## src/rtl/pwv_pkg.sv

```systemverilog
// Shared constants for the per-pixel Welford variance block.
package pwv_pkg;

  localparam int unsigned MAX_PIXELS_DEF = 1048576;
  localparam int unsigned MAX_FRAMES_DEF = 1023;

  localparam int PIX_W  = 16;
  localparam int IDX_W  = 20;
  localparam int MEAN_W = 32;
  localparam int SUM_W  = 58;
  localparam int FRM_W  = 10;
  localparam int CFG_W  = 21;
  localparam int APB_AW = 3;
  localparam int APB_DW = 32;
  localparam int DIV_W  = 32;

  localparam logic [SUM_W-1:0]  SUM_MAX         = '1;
  localparam logic [APB_AW-1:0] ADDR_PIXEL_COUNT = 3'd0;
  localparam logic [CFG_W-1:0]  PIXEL_COUNT_RST  = 21'd1048576;

endpackage

```

## src/rtl/pwv_divider.sv

```systemverilog
// Pipelined restoring divider, one quotient bit per stage, with a side payload.
module pwv_divider #(
  parameter int NW = pwv_pkg::DIV_W,
  parameter int DW = 10,
  parameter int PW = 8
) (
  input  logic          clk,
  input  logic          rst_n,
  input  logic          en,
  input  logic          in_v,
  input  logic [NW-1:0] in_dvd,
  input  logic [DW-1:0] in_dvs,
  input  logic [PW-1:0] in_pay,
  output logic          out_v,
  output logic [NW-1:0] out_quo,
  output logic [PW-1:0] out_pay,
  output logic          busy
);

  logic          v_r   [NW];
  logic [NW-1:0] dvd_r [NW];
  logic [NW-1:0] quo_r [NW];
  logic [DW-1:0] rem_r [NW];
  logic [DW-1:0] dvs_r [NW];
  logic [PW-1:0] pay_r [NW];

  for (genvar i = 0; i < NW; i++) begin : g_stage
    logic          pv;
    logic [NW-1:0] pdvd;
    logic [NW-1:0] pquo;
    logic [DW-1:0] prem;
    logic [DW-1:0] pdvs;
    logic [PW-1:0] ppay;
    logic [DW:0]   trial;
    logic          ge;

    if (i == 0) begin : g_first
      assign pv   = in_v;
      assign pdvd = in_dvd;
      assign pquo = '0;
      assign prem = '0;
      assign pdvs = in_dvs;
      assign ppay = in_pay;
    end else begin : g_next
      assign pv   = v_r[i-1];
      assign pdvd = dvd_r[i-1];
      assign pquo = quo_r[i-1];
      assign prem = rem_r[i-1];
      assign pdvs = dvs_r[i-1];
      assign ppay = pay_r[i-1];
    end

    assign trial = {prem, pdvd[NW-1]};
    assign ge    = trial >= {1'b0, pdvs};

    always_ff @(posedge clk) begin
      if (!rst_n) begin
        v_r[i] <= 1'b0;
      end else if (en) begin
        v_r[i] <= pv;
      end
      if (en) begin
        dvd_r[i] <= pdvd << 1;
        quo_r[i] <= {pquo[NW-2:0], ge};
        rem_r[i] <= ge ? DW'(trial - {1'b0, pdvs}) : trial[DW-1:0];
        dvs_r[i] <= pdvs;
        pay_r[i] <= ppay;
      end
    end
  end

  always_comb begin
    busy = 1'b0;
    for (int i = 0; i < NW; i++) begin
      busy = busy | v_r[i];
    end
  end

  assign out_v   = v_r[NW-1];
  assign out_quo = quo_r[NW-1];
  assign out_pay = pay_r[NW-1];

endmodule

```

## config.mk

```make
export PLATFORM = sky130hd
export DESIGN_NAME = pwv_divider
export DESIGN_NICKNAME = d
export VERILOG_FILES = /design/src/rtl/pwv_pkg.sv /design/src/rtl/pwv_divider.sv
export SDC_FILE = /design/constraint.sdc
export NUM_CORES = 2
export LEC_CHECK = 0
export ABC_AREA = 0
export BUFFER_PORTS_ARGS = -buffer_cell sky130_fd_sc_hd__buf_4
export CAP_MARGIN = 5
export CORE_MARGIN = 3
export CORE_UTILIZATION = 55
export CTS_BUF_LIST = sky130_fd_sc_hd__clkbuf_2
export CTS_CLUSTER_SIZE = 12
export DETAILED_ROUTE_END_ITERATION = 10
export GPL_TIMING_DRIVEN = 1
export PLACE_DENSITY = 0.78
export SLEW_MARGIN = 20
export SYNTH_ARGS = -nofsm -noshare
export SYNTH_HDL_FRONTEND = slang
export SYNTH_SLANG_ARGS = --single-unit
```

## constraint.sdc

```tcl
create_clock -name clk -period 2.7 [get_ports clk]
set_input_delay 0.27 -clock clk [delete_from_list [all_inputs] [get_ports clk]]
set_output_delay 0.27 -clock clk [all_outputs]
set_load 0.05 [all_outputs]
```

* Yosys cells after proc, flatten, opt, wreduce, memory -nomap -nowiden
Memory sizes are Yosys's and may differ from the RTL's.
Cells that the tools add are included.
** Word-level totals
- Flip-flop bits (word level) :: 0
- Memory bits (writable) :: 2944
- Memories kept :: 6
- Input bits :: 54
- Output and inout bits :: 42
- Word-level logic and storage cells :: 202
** Memories
- quo_r :: words 32, width 32, rd ports 32, clocked after Yosys merged registers in 0, wr ports 32, RTL line pwv_divider.sv:22 : logic [NW-1:0] quo_r [NW];
- dvd_r :: words 32, width 31, rd ports 31, clocked after Yosys merged registers in 0, wr ports 32, RTL line pwv_divider.sv:21 : logic [NW-1:0] dvd_r [NW];
- dvs_r :: words 32, width 10, rd ports 31, clocked after Yosys merged registers in 0, wr ports 32, RTL line pwv_divider.sv:24 : logic [DW-1:0] dvs_r [NW];
- rem_r :: words 32, width 10, rd ports 31, clocked after Yosys merged registers in 0, wr ports 32, RTL line pwv_divider.sv:23 : logic [DW-1:0] rem_r [NW];
- pay_r :: words 32, width 8, rd ports 32, clocked after Yosys merged registers in 0, wr ports 32, RTL line pwv_divider.sv:25 : logic [PW-1:0] pay_r [NW];
- v_r :: words 32, width 1, rd ports 32, clocked after Yosys merged registers in 0, wr ports 32, RTL line pwv_divider.sv:20 : logic v_r [NW];
** Operators by class
- Muxes and demuxes :: 69
- Order comparisons :: 32
- Bitwise logic cells :: 63
- $add $sub $neg :: 32
** Operators with widths (count)
- $ge 11x10->1 :: 31
- $mux 10 :: 32
- $sub 10x10->10 :: 31
- $or 1x1->1 :: 63
- $mux 1 :: 37
- $ge 1x10->1 :: 1
- $sub 1x10->10 :: 1

* Logic depth before layout (Yosys ltp)
An unclocked memory read counts as a cell.
- Depth after elaboration :: 32
- Gate-level depth with buffers :: 10
- Gate-level depth less buffers :: 9

* Worst setup path before layout
OpenSTA, ideal clock, no wires.
- Path kind :: register to register
- From :: mem dvs_r[23][1], in the netlist dvs_r[1][71]
- To :: mem rem_r[24][4], in the netlist rem_r[1][84] (data pin)
- Path slack :: 324 ps
- Stages on the path, launching flop included :: 10
- Data arrival time :: 2114 ps
- Data required time :: 2438 ps
- Clock period less this slack :: 2376 ps
- Cell sequence :: edfxtp_1 > inv_1 > ha_1 > nor2b_1 > o31a_1 > o21a_1 > o21ai_4 > and2_1 > buf_6 > mux2_1
** RTL lines (RTL line)
- from (decl) :: pwv_divider.sv:24
- to (decl) :: pwv_divider.sv:23

==> out/qor.csv <==
stage;metric;value;unit
status;status;complete, but fails checks;
status;failing checks;setup timing;
power;clock network power share;22.1;%
power;Power per Cell Area;919.4;nW/um^2
floorplan;die area;142500;sq um
floorplan;Initial Utilization;55.68;%
global_routing;largest net degree at the start of global routing;116;
setup_path;Crit Reg-Reg Endpoint;rem_r[0][54]$_DFFE_PP_;
cts;worst-skew pair later-pin latency;1680;ps
global_routing;vias in the first global route;39670;
cts;Clock Tree Root;clkbuf_2;
global_routing;grt ovf;0;
route;total wire length;117800;microns
timing;Max Freq;314.0;MHz
min_path;worst hold start;in_dvs[4];
min_path;worst hold path depth;5;
cts;CTS tree;done;
global_routing;initial antenna violation count;2;
route;Via-to-Cell Ratio;5.208;
timing;final hold viol count;0;
floorplan;Chip Width;377.5;microns
setup_path;CP delay by family, top;simple AND/OR/NAND/NOR gates;
cts;H-tree depth;5;
timing;fin. max-slew vios;0;
setup_path;WS Path Type;register to output port;
power;Sw Share;30.17;%
timing;worst-case hold slack;304.8;ps
power;P_int;0.05516;W
power;register share of total power;51.2;%
cts;total CTS buffers;466;
cts;clk buf depth;4;
power;combinational power share;26.7;%
power;Sw Pwr;0.02383;W
route;Post-route DRC;0;
timing;RSZ-0062 raised after global routing;yes;
place;PortBufs;95;
synth;number of flops mapped to enable cells by yosys;1931;
power;leakage power;33.35;nW
timing;post-layout worst setup margin;-484.5;ps
setup_path;reg2reg path depth;8;
setup_path;Reg2Reg Setup Slack;120;ps
setup_path;Worst Setup Start Kind;register;
cts;clock-pin slew on the worst setup and hold paths;110;ps
min_path;Hold Path Class;input port to register;
setup_path;CP max stage delay;420;ps
cells_and_area;Final #Nets;5600;
synth;ys async rst share;0;%
synth;syn_nets;4787;
synth;Post-Syn Area;75900;sq um
route;drt wl/cell;16.06;microns
synth;Synth Flop Type;edfxtp_1;
synth;synth warn;0;
route;drt pass-1 iters;7;
cells_and_area;layout cells sized above 1;19.47;%
setup_path;critical path data arrival time;2910;ps
setup_path;WP data required;2430;ps
place;HPWL after DPL;73870;microns
min_path;endpoint with the worst hold slack;rem_r[0][4]$_SDFFCE_PP0P_;
setup_path;worst r2r src;dvs_r[0][42]$_DFFE_PP_;
floorplan;I/O pin cnt;96;
timing;final setup violation count;2;
cells_and_area;Final Cell Area;85920;sq um
power;VDD IR max;0.5585;mV
setup_path;crit-path cells;nor4_2 > nand4_1 > or2_4 > buf_6;
setup_path;Buf/Inv on CP;1;
flow_run;Max-Cap Viols;0;
timing;Slew @ Worst Pin;1046;ps
route;vias;38190;
setup_path;Critical Path Slowest Stage Cell;edfxtp_1;
route;Post-DRT Antenna Nets;0;
floorplan;Core Box Area;136300;sq um
floorplan;num rows;135;
timing;Final min period;3185;ps
timing;Period Utilization, post-route;117.9;%
place;Final Wtd Congestion;0.8802;
route;initial drt markers;2582;
synth;post-synthesis sequential area ratio;76.43;%
global_routing;Total GRT Usage;16.69;%
synth;post-synth cell types;85;
setup_path;endpoint type of the worst setup path;output port;
global_routing;first-pass GRT wire length;192200;microns
setup_path;CP Max Fanout;2;
place;dpl cell area;79800;sq um
timing;clk_skew;150.6;ps
cts;# clock sinks;1932;
synth;Syn Inst Count;4391;
synth;syn_area_per_cell;17.28;sq um
floorplan;Die Height;377.5;microns
cells_and_area;area grow syn2layout;13.20;%
synth;Synth Register Bits;1932;
timing;slew margin rel.;30.26;%
registers in the layout, summed over array words and instances (netlist names):
register,count
quo_r,528
dvd_r,496
dvs_r,310
rem_r,310
pay_r,256
v_r,32
metal layers:
layer	track usage [%]	vias up	share of wire, %
met5	0	-	0
met4	8.195	0	3.1
met3	3.722	312	4.6
met2	27.46	943	50
met1	21.10	18330	43
li1	-	18610	-
cell type report:
type	count	area [sq um]
flip-flops and latches	1932	58010
repair buffers	382	3851
inverters	423	1588
multi-input cells	1999	16280
fillers	9724	50400
well taps	1781	2228
diodes	9	22.52
clock inverters	126	528.0
clock buffers	681	3408
worst max path at each step:
| stage | depth (start not counted) | to | slack [ps] | from |
|---|---|---|---|---|
| after floorplan | 9 | rem_r[1][84]$_DFFE_PP_ | 320 | dvs_r[1][71]$_DFFE_PP_ |
| after CTS | 4 | busy | -840 | v_r[0][9]$_DFFE_PP_ |
| after global placement | 8 | rem_r[1][52]$_DFFE_PP_ | 190 | dvs_r[1][43]$_DFFE_PP_ |
| after global routing | 4 | busy | -850 | v_r[0][0]$_DFFE_PP_ |
| final | 4 | busy | -480 | v_r[0][7]$_DFFE_PP_ |
| after detailed placement | 7 | rem_r[1][52]$_DFFE_PP_ | 140 | rem_r[1][42]$_DFFE_PP_ |
cells in the mapped netlist, drive strengths merged, types with 55 or more instances:
library cell  instances  area share [%]
ha                  312             5.1
xor2                 66            0.76
mux2i                55            0.73
nor2b                57            0.48
edfxtp             1931              76
mux2                169             2.5
inv                 423             2.1
a21o                 83            0.82
a21oi               161             1.1
nor2                140            0.78
nand2               156            0.80
o21ai               134            0.91
xnor2               122             1.4
power groups by stage:
stage,clock network (W),registers (W),logic [W]
floorplan,0,0.0403,0.0156
global placement,0,0.0410,0.0197
detailed placement,0,0.0411,0.0203
CTS,0.0184,0.0405,0.0207
global route,0.0199,0.0409,0.0234
finish,0.0174,0.0405,0.0211
worst register-to-register path, cell delays in order, from the launching register on:
cell      delay [ps]
edfxtp_1         410
inv_1             60
ha_1             350
o21ai_0          190
a21oi_1           80
o21ai_1          290
a21oi_1          210
nor2_4           300
mux2_2           380
metrics by stage:
step | setup TNS, ps | setup slack (ps) | instances | total power, W | util, %
finish | -610.9 | -484.5 | 7333 | 0.07900 | 63.03
global route | -4165 | -854.6 | 7333 | 0.08422 | 63.03
CTS | -4330 | -843.3 | 7307 | 0.07958 | 62.78
detailed placement | 0 | 143.6 | 6334 | 0.06142 | 58.54
global placement | 0 | 194.2 | 6334 | 0.06074 | 58.54
floorplan | 0 | 323.6 | 4391 | 0.05596 | -
cells by family after synthesis:
group | synth area share (%)
fa+ha+maj | 5.935
xor+xnor | 2.170
buf+inv | 2.362
simple gates | 4.065
flops | 76.43
mux | 3.263
compound gates | 5.777
repair_timing:
| action | CTS | global route |
|---|---|---|
| hold buffers | 165 | 3 |
| setup endpoints to repair | 42 | 99 |
| resized for setup | 45 | 32 |
| pin swaps | 2 | 9 |
| buffers inserted | 1 | 17 |
| hold endpoints to repair | 2023 | 3 |
placed cells by master (no fill, tap or decap), types with 44 or more instances in the layout:
| cell type | Yosys | layout |
|---|---|---|
| a21o_1 | 83 | 82 |
| a21oi_1 | 157 | 157 |
| buf_4 | 3 | 144 |
| clkbuf_2 | 2 | 681 |
| clkinv_1 | 0 | 100 |
| dlygate4sd3_1 | 0 | 164 |
| edfxtp_1 | 1931 | 1931 |
| ha_1 | 312 | 304 |
| inv_1 | 422 | 422 |
| mux2_1 | 105 | 105 |
| mux2_2 | 58 | 58 |
| mux2i_1 | 55 | 55 |
| nand2_1 | 152 | 152 |
| nand2b_1 | 50 | 44 |
| nand4_1 | 50 | 50 |
| nor2_1 | 132 | 132 |
| nor2b_1 | 54 | 54 |
| o21ai_0 | 112 | 112 |
| xnor2_1 | 122 | 122 |
| xor2_1 | 66 | 66 |
Power figures use the tool's default switching activity.
